$ cat src/rtl/aik_pkg.sv
// shared constants, types and the arctangent table of the arm inverse kinematics block
`timescale 1ns / 1ps

package aik_pkg;

  // cordic lane widths
  localparam int CW = 32;           // x and y of a cordic lane
  localparam int AW = 29;           // angle accumulator, 2^-20 degree
  localparam int SW = 31;           // angle sums before rounding
  localparam int TABLE_LEN = 24;

  // square root chain: result bits, operand bits, remainder bits
  localparam int NSQ   = 19;
  localparam int SQ_AW = 2 * NSQ;
  localparam int SQ_RW = NSQ + 3;

  // angles in 2^-20 degree
  localparam logic signed [AW-1:0] DEG90   = 29'sd94371840;
  localparam logic signed [SW-1:0] DEG94P2 = 31'sd98774630;

  // output limits in 1/64 degree
  localparam logic signed [16:0] SH_MIN = -17'sd6000;
  localparam logic signed [16:0] SH_MAX = 17'sd12000;
  localparam logic signed [16:0] EL_MAX = 17'sd17280;

  // configuration register indexes
  typedef enum logic {
    CFG_ARM_LENGTH   = 1'b0,
    CFG_JOINT_HEIGHT = 1'b1
  } cfg_idx_e;

  // side data that travels next to the square root chain
  typedef struct packed {
    logic signed [13:0] x;
    logic signed [13:0] zs;
    logic               hneg;
    logic               hzero;
    logic        [14:0] ah;
    logic               r2nz;
    logic               unreach;
    logic               d2zero;
  } sq_side_t;

  // side data that travels next to the cordic chain
  typedef struct packed {
    logic bzero;
    logic at_frc;
    logic at90;
    logic ac_frc;
    logic ac90;
    logic unreach;
  } co_side_t;

  // atan(2^-i) in 2^-20 degree, rounded to nearest
  function automatic logic [AW-1:0] atan_lut(input int unsigned idx);
    logic [AW-1:0] v;
    case (idx)
      0:       v = 29'd47185920;
      1:       v = 29'd27855475;
      2:       v = 29'd14718068;
      3:       v = 29'd7471121;
      4:       v = 29'd3750058;
      5:       v = 29'd1876857;
      6:       v = 29'd938658;
      7:       v = 29'd469357;
      8:       v = 29'd234682;
      9:       v = 29'd117342;
      10:      v = 29'd58671;
      11:      v = 29'd29335;
      12:      v = 29'd14668;
      13:      v = 29'd7334;
      14:      v = 29'd3667;
      15:      v = 29'd1833;
      16:      v = 29'd917;
      17:      v = 29'd458;
      18:      v = 29'd229;
      19:      v = 29'd115;
      20:      v = 29'd57;
      21:      v = 29'd29;
      22:      v = 29'd14;
      23:      v = 29'd7;
      default: v = '0;
    endcase
    return v;
  endfunction

endpackage

$ cat src/rtl/aik_sqrt_cell.sv
// one digit of the pipelined integer square root chain
`timescale 1ns / 1ps

module aik_sqrt_cell import aik_pkg::*; (
  input  logic             clk_i,
  input  logic             en_i,
  input  logic [SQ_RW-1:0] rem_i,
  input  logic [NSQ-1:0]   root_i,
  input  logic [SQ_AW-1:0] arg_i,
  output logic [SQ_RW-1:0] rem_o,
  output logic [NSQ-1:0]   root_o,
  output logic [SQ_AW-1:0] arg_o
);

  logic [SQ_RW-1:0] remx;
  logic [SQ_RW-1:0] trial;
  logic             ge;
  logic [SQ_RW-1:0] rem_d, rem_q;
  logic [NSQ-1:0]   root_d, root_q;
  logic [SQ_AW-1:0] arg_d, arg_q;

  // bring down the next operand pair and try the next root bit
  always_comb begin
    remx   = {rem_i[SQ_RW-3:0], arg_i[SQ_AW-1 -: 2]};
    trial  = {{(SQ_RW-NSQ-2){1'b0}}, root_i, 2'b01};
    ge     = (remx >= trial);
    rem_d  = ge ? (remx - trial) : remx;
    root_d = {root_i[NSQ-2:0], ge};
    arg_d  = {arg_i[SQ_AW-3:0], 2'b00};
  end

  always_ff @(posedge clk_i) begin
    if (en_i) begin
      rem_q  <= rem_d;
      root_q <= root_d;
      arg_q  <= arg_d;
    end
  end

  assign rem_o  = rem_q;
  assign root_o = root_q;
  assign arg_o  = arg_q;

endmodule

$ cat config.mk
export PLATFORM = sky130hd
export DESIGN_NAME = aik_sqrt_cell
export DESIGN_NICKNAME = d
export VERILOG_FILES = /design/src/rtl/aik_pkg.sv /design/src/rtl/aik_sqrt_cell.sv
export SDC_FILE = /design/constraint.sdc
export NUM_CORES = 1
export LEC_CHECK = 0
export BUFFER_PORTS_ARGS = -buffer_cell sky130_fd_sc_hd__buf_2
export CELL_PAD_IN_SITES_DETAIL_PLACEMENT = 1
export CELL_PAD_IN_SITES_GLOBAL_PLACEMENT = 1
export CORE_MARGIN = 2
export CORE_UTILIZATION = 39
export CTS_BUF_LIST = sky130_fd_sc_hd__clkbuf_4 sky130_fd_sc_hd__clkbuf_8
export CTS_CLUSTER_SIZE = 30
export DETAILED_ROUTE_END_ITERATION = 12
export GPL_TIMING_DRIVEN = 0
export PLACE_DENSITY_LB_ADDON = 0.08
export SYNTH_ARGS = -nofsm -noshare
export SYNTH_HDL_FRONTEND = slang
export SYNTH_SLANG_ARGS = --single-unit
$ cat constraint.sdc
create_clock -name clk_i -period 3.48 [get_ports clk_i]
set_clock_uncertainty 0.05 [all_clocks]
set_input_delay 0.522 -clock clk_i [delete_from_list [all_inputs] [get_ports clk_i]]
set_output_delay 0.522 -clock clk_i [all_outputs]
set_load 0.005 [all_outputs]
==> impl_metrics.py <==
metrics = {
    "final_layout": {
        "final_nets": 546,
        "diodes": 0,
        "area_growth_pct": 30.2,
        "drive_above_1_share_pct": 45.7,
    },
    "floorplanning": {
        "rows": 36,
        "core_area_um2": 9680,
        "io_pins": 160,
        "die_h_um": 104,
        "fp.dieW_um": 104,
        "die_area_um2": 10700,
        "start_util_pct": 40.0,
    },
    "clock_tree": {
        "cts_tree": "yes",
        "cts.sinks": 77,
        "cts_buffers": 9,
        "clk_pin_slew_worst_paths_ns": 0.09,
        "cts.path.max_buffers": 2,
        "htreeDepth": 3,
        "ctsResizeCount": 0,
        "hold_buffers": 0,
        "root_buffer": "clkbuf_8",
        "post-cts-setup-buffer-count": 0,
    },
    "logic_synthesis": {
        "synth.top_cells.by_area": "edfxtp_1 (60%), ha_1 (6.8%), mux2_4 (6.2%)",
        "synth_area_um2": 3870,
        "avgSynthCellArea_um2": 14.0,
        "synth_flop_cell": "edfxtp_1",
        "seq_area_frac_synth_pct": 59.7,
        "ys_seq_elements": 77,
        "yosysTopAreaCell": "edfxtp_1",
        "synth_cell_types": 50,
        "synth_common_cells": "edfxtp_1 (77), inv_1 (24), ha_1 (21)",
        "synth-edff-count": 77,
        "synthArstFlopShare_pct": 0,
        "synth.top_cell.area_share_pct": 59.7,
        "syn_inst": 277,
        "synth.most_common_cell": "edfxtp_1",
        "ys_warn_count": 0,
    },
    "pwr": {
        "p_leak_nw": 2.32,
        "switching_share_pct": 25.1,
        "powerDensity_nw_per_um2": 479,
        "power.share.sequential_pct": 47.9,
        "power.internal_mw": 1.81,
        "max-vdd-ir-drop_mv": 0.217,
        "p_clk_share_pct": 31.1,
        "combPwrFrac_pct": 20.9,
        "finalPower_mw": 2.41,
        "switching_power_mw": 0.606,
    },
    "sta": {
        "tightest_slew_ns": 0.953,
        "finalSetupTns_ns": 0,
        "grt_setup_unrepaired": "false",
        "slew_viol_final": 0,
        "timing.slew.headroom_pct": 36.5,
        "whs_ns": 0.293,
        "clock.fmax_mhz": 345,
        "setup_ws_ns": 0.579,
        "period_needed_ns": 2.90,
        "finalSetupViolations": 0,
        "post-route-period-util_pct": 83.4,
        "hold_violations": 0,
    },
    "run_status": {
        "status": "complete, no violations",
    },
    "drt": {
        "postRouteAntennaNets": 0,
        "drt_iter0_markers": 79,
        "vias_per_cell": 4.78,
        "drtPass1Iterations": 4,
        "wl_um": 8920,
        "wl_per_cell_um": 15.3,
        "vias": 2783,
        "post-route-drc-count": 0,
    },
    "setup_path": {
        "required_ns": 3.53,
        "end_kind": "register",
        "arrival_ns": 2.95,
        "start_kind": "input port",
        "cp-endpoint": "rem_o[18]",
        "path_class": "input port to register",
        "path_max_fanout": 10,
        "cp-startpoint": "root_i[10]",
    },
    "min_path": {
        "hold_path_class": "input port to register",
    },
    "grt": {
        "grt_pass1_wl_um": 14700,
        "grtUsageTotal_pct": 17.2,
        "overflow": 0,
        "grt_pass1_vias": 2910,
        "antenna_found_initial": 0,
        "grt_max_degree": 78,
    },
    "place": {
        "routabilityCongestion": 0.748,
        "dp_slack_ns": 0.224,
        "hpwl_um": 6940,
        "numPortBuffers": 155,
    },
    "run": {
        "maxCapViolCount": 0,
    },
}
==> cells by family after synthesis <==
group	after synthesis	share of synthesized area [%]
flip-flops	77	59.7
AO/OA/AOI/OAI	63	11.6
AND/OR/NAND/NOR	44	5.95
buffers and inverters	32	4.23
adder cells (fa/ha/maj)	21	6.79
multiplexers	21	7.59
XOR/XNOR	18	4.07
other	1	0.0968
==> per-stage QoR <==
| step | cells | instance area, um2 | util, % |
|---|---|---|---|
| after global routing | 582 | 5040 | 52.1 |
| final | 582 | 5040 | 52.1 |
| after floorplan | 278 | 3880 | - |
| after global placement | 566 | 4820 | 49.8 |
| after CTS | 582 | 5040 | 52.1 |
| after detailed placement | 566 | 4820 | 49.8 |
==> layout make-up <==
type | instances | area, um2
clock inverter | 7 | 96.3
multi-input combinational | 169 | 1400
fill | 1087 | 4640
sequential | 77 | 2310
buffer | 8 | 73.8
timing repair buffer | 155 | 778
tap | 133 | 166
inverter | 24 | 90.1
clock buffer | 9 | 124
==> cells in the final DEF (no fill, tap or decap), types with 3 or more instances in the layout <==
cell      Yosys  layout
edfxtp_1     77      77
o21ai_0       6       6
clkbuf_8      0       9
xor2_1        4       4
buf_2         3     157
mux2_4       16      16
o21bai_1      4       4
a31oi_1       4       4
o31ai_1       3       3
nand3_1       4       4
xnor2_1      14      14
a21oi_1      14      14
o21a_1        5       5
mux2_2        3       3
a21o_1       12      12
ha_1         21      21
nor2_1       12      12
nand2_1      12      12
buf_4         2       3
inv_1        24      24
==> critical path, stage by stage <==
cell	delay, ns
buf_2	0.09
inv_1	0.04
ha_1	0.25
buf_2	0.19
nand4_2	0.15
or3_4	0.44
nor4_2	0.27
a31oi_1	0.13
o21ai_2	0.08
a41o_4	0.31
buf_12	0.16
mux2_4	0.30
==> registers in the layout, indices dropped and copies added (netlist names) <==
name    cells
arg_o      36
rem_o      22
root_o     19
==> worst min path at each step <==
| stage | from | cells after the start | to |
|---|---|---|---|
| floorplan | arg_i[8] | 0 | arg_o[10] |
| global placement | arg_i[23] | 1 | arg_o[25] |
| finish | arg_i[19] | 1 | arg_o[21] |
| detailed placement | arg_i[23] | 1 | arg_o[25] |
| global route | arg_i[24] | 1 | arg_o[26] |
| CTS | arg_i[3] | 1 | arg_o[5] |
==> metal layers <==
layer | track usage [%] | wire [um]
met1 | 21.1 | 3890
met2 | 28.9 | 4230
met3 | 5.35 | 648
met4 | 5.79 | 144
met5 | 0 | 0
==> power groups by stage <==
stage	registers, mW	clock network, mW	logic (mW)
global placement	1.18	0	0.501
finish	1.16	0.751	0.505
detailed placement	1.18	0	0.511
CTS	1.16	0.777	0.514
global route	1.17	0.804	0.562
floorplan	1.19	0	0.283
(Power assumes the default switching activity.)
