File: config.mk
export PLATFORM = sky130hd
export DESIGN_NAME = aik_cordic_cell
export DESIGN_NICKNAME = d
export VERILOG_FILES = /design/src/rtl/aik_pkg.sv /design/src/rtl/aik_cordic_cell.sv
export SDC_FILE = /design/constraint.sdc
export NUM_CORES = 1
export LEC_CHECK = 0
export ABC_CLOCK_PERIOD_IN_PS = 5490
export BUFFER_PORTS_ARGS = -buffer_cell sky130_fd_sc_hd__buf_2
export CAP_MARGIN = 40
export CORE_MARGIN = 5
export CORE_UTILIZATION = 49
export DETAILED_ROUTE_END_ITERATION = 8
export PLACE_DENSITY_LB_ADDON = 0.15
export SYNTH_ARGS = -nofsm -noshare
export SYNTH_HDL_FRONTEND = slang
export SYNTH_SLANG_ARGS = --single-unit
File: constraint.sdc
create_clock -name clk_i -period 5.49 [get_ports clk_i]
set_clock_uncertainty 0.2 [all_clocks]
set_input_delay 0.549 -clock clk_i [delete_from_list [all_inputs] [get_ports clk_i]]
set_output_delay 0.549 -clock clk_i [all_outputs]
set_load 0.02 [all_outputs]
File: src/rtl/aik_pkg.sv
// shared constants, types and the arctangent table of the arm inverse kinematics block
`timescale 1ns / 1ps

package aik_pkg;

  // cordic lane widths
  localparam int CW = 32;           // x and y of a cordic lane
  localparam int AW = 29;           // angle accumulator, 2^-20 degree
  localparam int SW = 31;           // angle sums before rounding
  localparam int TABLE_LEN = 24;

  // square root chain: result bits, operand bits, remainder bits
  localparam int NSQ   = 19;
  localparam int SQ_AW = 2 * NSQ;
  localparam int SQ_RW = NSQ + 3;

  // angles in 2^-20 degree
  localparam logic signed [AW-1:0] DEG90   = 29'sd94371840;
  localparam logic signed [SW-1:0] DEG94P2 = 31'sd98774630;

  // output limits in 1/64 degree
  localparam logic signed [16:0] SH_MIN = -17'sd6000;
  localparam logic signed [16:0] SH_MAX = 17'sd12000;
  localparam logic signed [16:0] EL_MAX = 17'sd17280;

  // configuration register indexes
  typedef enum logic {
    CFG_ARM_LENGTH   = 1'b0,
    CFG_JOINT_HEIGHT = 1'b1
  } cfg_idx_e;

  // side data that travels next to the square root chain
  typedef struct packed {
    logic signed [13:0] x;
    logic signed [13:0] zs;
    logic               hneg;
    logic               hzero;
    logic        [14:0] ah;
    logic               r2nz;
    logic               unreach;
    logic               d2zero;
  } sq_side_t;

  // side data that travels next to the cordic chain
  typedef struct packed {
    logic bzero;
    logic at_frc;
    logic at90;
    logic ac_frc;
    logic ac90;
    logic unreach;
  } co_side_t;

  // atan(2^-i) in 2^-20 degree, rounded to nearest
  function automatic logic [AW-1:0] atan_lut(input int unsigned idx);
    logic [AW-1:0] v;
    case (idx)
      0:       v = 29'd47185920;
      1:       v = 29'd27855475;
      2:       v = 29'd14718068;
      3:       v = 29'd7471121;
      4:       v = 29'd3750058;
      5:       v = 29'd1876857;
      6:       v = 29'd938658;
      7:       v = 29'd469357;
      8:       v = 29'd234682;
      9:       v = 29'd117342;
      10:      v = 29'd58671;
      11:      v = 29'd29335;
      12:      v = 29'd14668;
      13:      v = 29'd7334;
      14:      v = 29'd3667;
      15:      v = 29'd1833;
      16:      v = 29'd917;
      17:      v = 29'd458;
      18:      v = 29'd229;
      19:      v = 29'd115;
      20:      v = 29'd57;
      21:      v = 29'd29;
      22:      v = 29'd14;
      23:      v = 29'd7;
      default: v = '0;
    endcase
    return v;
  endfunction

endpackage

File: src/rtl/aik_cordic_cell.sv
// one micro-rotation of a vectoring cordic chain
`timescale 1ns / 1ps

module aik_cordic_cell import aik_pkg::*; #(
  parameter int STAGE = 0
) (
  input  logic                 clk_i,
  input  logic                 en_i,
  input  logic signed [CW-1:0] x_i,
  input  logic signed [CW-1:0] y_i,
  input  logic signed [AW-1:0] ang_i,
  output logic signed [CW-1:0] x_o,
  output logic signed [CW-1:0] y_o,
  output logic signed [AW-1:0] ang_o
);

  localparam logic signed [AW-1:0] STEP = $signed(atan_lut(STAGE));

  logic signed [CW-1:0] x_d, x_q, y_d, y_q;
  logic signed [AW-1:0] a_d, a_q;

  // rotate toward the x axis
  always_comb begin
    if (y_i >= 0) begin
      x_d = x_i + (y_i >>> STAGE);
      y_d = y_i - (x_i >>> STAGE);
      a_d = ang_i + STEP;
    end else begin
      x_d = x_i - (y_i >>> STAGE);
      y_d = y_i + (x_i >>> STAGE);
      a_d = ang_i - STEP;
    end
  end

  always_ff @(posedge clk_i) begin
    if (en_i) begin
      x_q <= x_d;
      y_q <= y_d;
      a_q <= a_d;
    end
  end

  assign x_o   = x_q;
  assign y_o   = y_q;
  assign ang_o = a_q;

endmodule

==> results.yml, run 1 <==
outcome:
  status: "complete, no violations"
power_and_ir_drop:
  power_density_nw_per_um2: 253
  finalPower_mw: 2.60
  irDropWorstVdd_mv: 0.150
  leakage_nw: 4.52
route:
  drtIter0Drc: 753
  drt-total-wl_um: 27500
  drc_errors: 0
  vias: 8459
  vias_per_cell: 5.92
  final_antenna_net_count: 0
  post_drt_wl_per_cell_um: 19.3
  drt_pass1_iterations: 5
setup_path:
  critPathRequiredTime_ps: 5400
  cp_max_fo: 5
  worst_setup_path_end_kind: "flop"
  cp-start-kind: "input pin"
  arrival_ps: 3470
  critPathKind: "in2reg"
placed_design:
  place_area_um2: 9970
  routabilityCongestion: 0.932
  dpl.hpwl_um: 21400
  port_buffers: 187
timing:
  post-route-min-period_ps: 3560
  worst_pin_slew_ps: 885
  max_freq_mhz: 281
  finalHoldViolations: 0
  fin_tns_setup_ps: 0
  finalMaxSlewViolations: 0
  maxSlewHeadroom: 0.406
  rsz0062_at_grt: "false"
  setup_violations: 0
  timing.hold.ws_ps: 157
  min_period_over_period: 0.648
cts:
  clockRootBuffer: "clkbuf_16"
  ctsHoldBuffers: 0
  post_cts_buffers: 0
  cts_buffer_depth: 2
  clock_sinks: 92
  cts_tree: "built"
  htreeDepth: 3
  cts_buffers: 9
  clk_pin_slew_ps: 80
  cts-resized-gates: 0
synth:
  async_reset_ff_frac: 0
  synth_top_family_by_area: "compound AO/OA/AOI/OAI gates"
  syn_area_per_cell_um2: 8.56
  synth_area_um2: 8890
  synth-xor-area-share: 0.0601
  syn-num-nets: 1232
  synth_compound_area_frac: 0.241
  yosysMostFrequentCell: "inv_1"
  synth_cell_type_count: 81
  synthSimpleGateAreaFrac: 0.161
  synth_edf_count: 92
  muxShareOfSynthArea: 0.0170
  synth_cells: 1038
  netlist.area_leader.share: 0.311
  yosys.area_share.adder: 0.144
  ys_seq_elements: 92
  ys_warn_count: 0
  synth_top_area_cell: "edfxtp_1"
  ys_seq_area_frac: 0.311
  ys.flop_type: "edfxtp_1"
  synth.area.top_cells: "edfxtp_1 (31%), ha_1 (14%), a21oi_1 (5.5%)"
  synth_commonest_cells: "inv_1 (102), nor2_1 (101), a21oi_1 (98), ha_1 (96), edfxtp_1 (92)"
die:
  die-width_um: 145
  io_pins: 188
  die_h_um: 145
  die-area_um2: 20900
  start_util: 0.496
  core_region_area_um2: 17900
  rows: 49
grt:
  grt_usage: 0.256
  grt_antenna_before_repair: 1
  grt_pass1_vias: 7923
  gr-total-overflow: 0
  grt_max_degree: 68
  grt_first_pass_wirelength_um: 42300
cells_and_area:
  fin_area_um2: 10300
  fillers: 1690
  fin_util: 0.574
  ff_latch_area_um2: 2760
  final_nets: 1389
  drive_gt1_frac: 0.190
  area_growth_pct: 15.7
  multi_input_area_um2: 5540
hold_path:
  hold_end: "ang_o[3]$_DFFE_PP_"
  hold-path-cell-count: 1
  hold_class: "in2reg"
  hold_path.startpoint: "ang_i[3]"
job:
  maxCapViolations: 0
## state kept, by name, indices dropped and copies added (netlist names)
register	count
x_o	32
y_o	31
ang_o	29
## metal layers
layer	global-route usage	part of all wire
met5	0	0
met2	0.410	0.45
met4	0.0839	0.024
met3	0.0381	0.086
met1	0.358	0.44
## through the flow
stage	cells	setup slack [ps]
after CTS	1429	2040
after global placement	1412	1650
after floorplan	1038	2220
final	1430	1930
after detailed placement	1413	1690
after global routing	1430	1710
## kinds of logic after synthesis
family          after synthesis
fa+ha+maj                   101
flops                        92
mux                          15
xor+xnor                     61
compound gates              330
buf+inv                     150
simple gates                289
## power by group
| group | leakage [nW] | switching, mW | internal (mW) |
|---|---|---|---|
| registers | 0.900 | 0.0248 | 0.908 |
| logic | 3.47 | 0.661 | 0.356 |
| clock network | 0.145 | 0.328 | 0.325 |
## worst max-delay path, stage by stage
cell	delay [ps]
buf_2	100
inv_1	40
ha_1	200
fa_1	380
nand2b_1	180
a21oi_1	190
o21ai_0	210
a31oi_1	550
a32oi_1	320
a211oi_1	400
o32ai_1	170
xnor2_1	150
## cell type report
class | instances | area share
Clock buffer | 9 | 0.0219
Antenna cell | 1 | 0.000243
Sequential cell | 92 | 0.269
Tap cell | 229 | 0.0279
Inverter | 105 | 0.0383
Clock inverter | 7 | 0.00730
Multi-Input combinational cell | 796 | 0.539
Timing Repair Buffer | 191 | 0.0962
## cells in the final DEF, fill, tap and decap left out, drive strengths merged, types with 15 or more instances in the layout
cell	n
buf	191
inv	106
nor2	101
a21oi	99
ha	96
edfxtp	92
o21ai	78
xnor2	50
nand2	46
nor3	32
o211ai	19
a21o	16
nand3	16
nand2b	15
## worst max path at each step
stage,cells past startpoint,slack (ps),start,endpoint
6_report,12,1930,y_i[0],y_o[30]$_DFFE_PP_
5_1_grt,10,1710,x_i[1],y_o[27]$_DFFE_PP_
4_1_cts,10,2040,x_i[1],y_o[27]$_DFFE_PP_
3_5_place_dp,12,1690,y_i[0],y_o[30]$_DFFE_PP_
3_3_place_gp,10,1650,x_i[1],y_o[27]$_DFFE_PP_
2_1_floorplan,12,2220,y_i[31],ang_o[28]$_DFFE_PP_
Power figures use the tool's default switching activity.
==> run 2: changes to the inputs <==
--- a/config.mk
+++ b/config.mk
@@ -5,7 +5,8 @@
 export SDC_FILE = /design/constraint.sdc
 export NUM_CORES = 1
 export LEC_CHECK = 0
-export ABC_CLOCK_PERIOD_IN_PS = 5490
+export ABC_AREA = 1
+export ABC_CLOCK_PERIOD_IN_PS = 3700
 export BUFFER_PORTS_ARGS = -buffer_cell sky130_fd_sc_hd__buf_2
 export CAP_MARGIN = 40
 export CORE_MARGIN = 5
==> constraint.sdc (replaced) <==
create_clock -name clk_i -period 3.7 [get_ports clk_i]
set_clock_uncertainty 0.2 [all_clocks]
set_input_delay 0.37 -clock clk_i [delete_from_list [all_inputs] [get_ports clk_i]]
set_output_delay 0.37 -clock clk_i [all_outputs]
set_load 0.02 [all_outputs]
==> run 2 against run 1 <==
  * Global-route usage increased by 2.7 points
  * Clock power grew 55%
  * Synthesized cell count up 60%
  * Wire length grew 29%
  * Largest power group unchanged
==> results.yml, run 2 <==
outcome:
  status: "complete, no violations"
cells_and_area:
  area_growth_pct: 14.0
  diodes: 0
  drive_gt1_frac: 0.156
  ff_latch_area_um2: 2760
  fillers: 2202
  final_common_cell: "nand2_1"
  final_cell_mix: "nand2_1 (554), inv_1 (298), buf_2 (186)"
  final_nets: 2029
  fin_cells: 2120
  largest_reg_flops: 32
  multi_input_area_um2: 6380
timing:
  post-route-min-period_ps: 2630
  finalHoldViolations: 0
  fin_tns_setup_ps: 0
  finalMaxSlewViolations: 0
  maxSlewHeadroom: 0.426
  rsz0062_at_grt: "false"
  timing.hold.ws_ps: 8.05
  setup_violations: 0
  max_freq_mhz: 380
  worst_pin_slew_ps: 861
  min_period_over_period: 0.712
synth:
  synthSimpleGateAreaFrac: 0.368
  synth-xor-area-share: 0.0205
  yosysMostFrequentCell: "nand2_1"
  syn-num-nets: 1854
  ys_seq_elements: 92
  ys_warn_count: 0
  ys.flop_type: "edfxtp_1"
  muxShareOfSynthArea: 0
  syn_area_per_cell_um2: 6.42
  synth_top_area_cell: "edfxtp_1"
  synth_edf_count: 92
  synth_top_family_by_area: "simple AND/OR/NAND/NOR gates"
  synth_cells: 1660
  ys_seq_area_frac: 0.259
  netlist.area_leader.share: 0.259
  synth_area_um2: 10700
  synth_commonest_cells: "nand2_1 (554), inv_1 (299), nand3_1 (170), nor2_1 (98), ha_1 (96)"
  synth.area.top_cells: "edfxtp_1 (26%), nand2_1 (20%), ha_1 (11%)"
  yosys.area_share.adder: 0.118
  synth_cell_type_count: 35
  synth_compound_area_frac: 0.0924
  async_reset_ff_frac: 0
setup_path:
  cp_max_fo: 10
  critPathRequiredTime_ps: 3580
  cp-start-kind: "input pin"
  worstSetupStartpoint: "x_i[8]"
  critPathKind: "in2reg"
  arrival_ps: 2510
  worst_setup_path_end_kind: "flop"
power_and_ir_drop:
  irDropWorstVdd_mv: 0.197
  leakage_nw: 6.70
  power_density_nw_per_um2: 337
  p_sw_mw: 1.71
  combPwrFrac: 0.421
  seqPwrFrac: 0.332
  p_sw_frac: 0.417
  clkPwrFrac: 0.247
  intPower_mw: 2.39
cts:
  clk_pin_slew_ps: 70
  clockRootBuffer: "clkbuf_16"
  cts_buffers: 9
  cts_tree: "built"
  cts-resized-gates: 0
  cts_buffer_depth: 2
  clock_sinks: 92
  htreeDepth: 3
route:
  vias: 11200
  drc_errors: 0
  final_antenna_net_count: 0
  post_drt_wl_per_cell_um: 16.8
  drtIter0Drc: 1135
  vias_per_cell: 5.27
  drt_pass1_iterations: 6
  drt-total-wl_um: 35500
die:
  rows: 54
  die-width_um: 157
  core_region_area_um2: 21600
  die-area_um2: 24800
  io_pins: 188
  die_h_um: 157
  start_util: 0.493
placed_design:
  dpl.hpwl_um: 29300
  placed_cells: 2086
  port_buffers: 187
  routabilityCongestion: 0.997
hold_path:
  hold_path.startpoint: "ang_i[18]"
  hold_class: "in2reg"
grt:
  grt_max_degree: 63
  grt_usage: 0.283
  grt_pass1_vias: 10500
  grt_first_pass_wirelength_um: 54700
  gr-total-overflow: 0
  grt_antenna_before_repair: 0
job:
  maxCapViolations: 0
-- run 2: cell types whose count changed in the layout (fill, tap and decap cells not counted), moves of 22 or more --
cell	previous run	this run
o21ai_0	77	55
a21oi_1	98	76
xnor2_1	50	0
inv_1	102	298
nand2_1	46	554
nor3_1	32	4
nand3_1	16	170
-- run 2: stage by stage --
| step | worst slack, ps | total power, mW | utilization | cell area, µm² |
|---|---|---|---|---|
| 2_1_floorplan | 1480 | 2.53 | - | 10700 |
| 3_3_place_gp | 835 | 3.05 | 0.539 | 11700 |
| 3_5_place_dp | 789 | 3.06 | 0.539 | 11700 |
| 4_1_cts | 1160 | 4.09 | 0.562 | 12100 |
| 5_1_grt | 917 | 4.34 | 0.562 | 12100 |
| 6_report | 1070 | 4.09 | 0.562 | 12100 |
-- run 2: layer usage --
layer	wire, µm	GRT usage	up-vias
li1	-	-	5553
met1	15900	0.404	5028
met2	15000	0.434	538
met3	3690	0.0602	56
met4	845	0.0799	0
met5	0	0	-
-- run 2: path summary, 6_finish.rpt --
check / to / depth (start not counted)
max: y_o[9]$_DFFE_PP_ / 12
min: ang_o[18]$_DFFE_PP_ / 1
-- run 2: timing repair --
item,CTS,global route
hold buffers,18,0
endpoints found under the hold margin,18,0
buffers inserted,0,0
-- run 2: area by class of cell --
| type | instances | share of cell area |
|---|---|---|
| Multi-Input combinational cell | 1208 | 0.526 |
| Sequential cell | 92 | 0.228 |
| Inverter | 316 | 0.0977 |
| Timing Repair Buffer | 208 | 0.0950 |
| Tap cell | 280 | 0.0289 |
| Clock buffer | 9 | 0.0185 |
| Clock inverter | 7 | 0.00680 |
-- run 2: power by group through the flow --
stage          logic, mW  clock network (mW)  registers [mW]
2_1_floorplan      0.981                   0            1.55
3_3_place_gp        1.67                   0            1.38
3_5_place_dp        1.68                   0            1.38
4_1_cts             1.70                1.03            1.36
5_1_grt             1.90                1.07            1.37
6_report            1.72                1.01            1.36
-- run 2: critical path: stages --
cell     delay (ps)
buf_2           110
inv_1            40
ha_1            620
inv_1           140
nand2_1          90
nand2_1         100
inv_1            70
nand2_1          80
inv_1            60
nand2_1         140
xor2_1          190
o21ai_0         490
-- run 2: logic make-up after synthesis --
logic type | count (synthesis)
AOI/OAI and AO/OA | 178
xor gates and xnor gates | 25
adders and majority gates | 99
buffers and inverters | 360
DFF | 92
and+or+nand+nor | 906
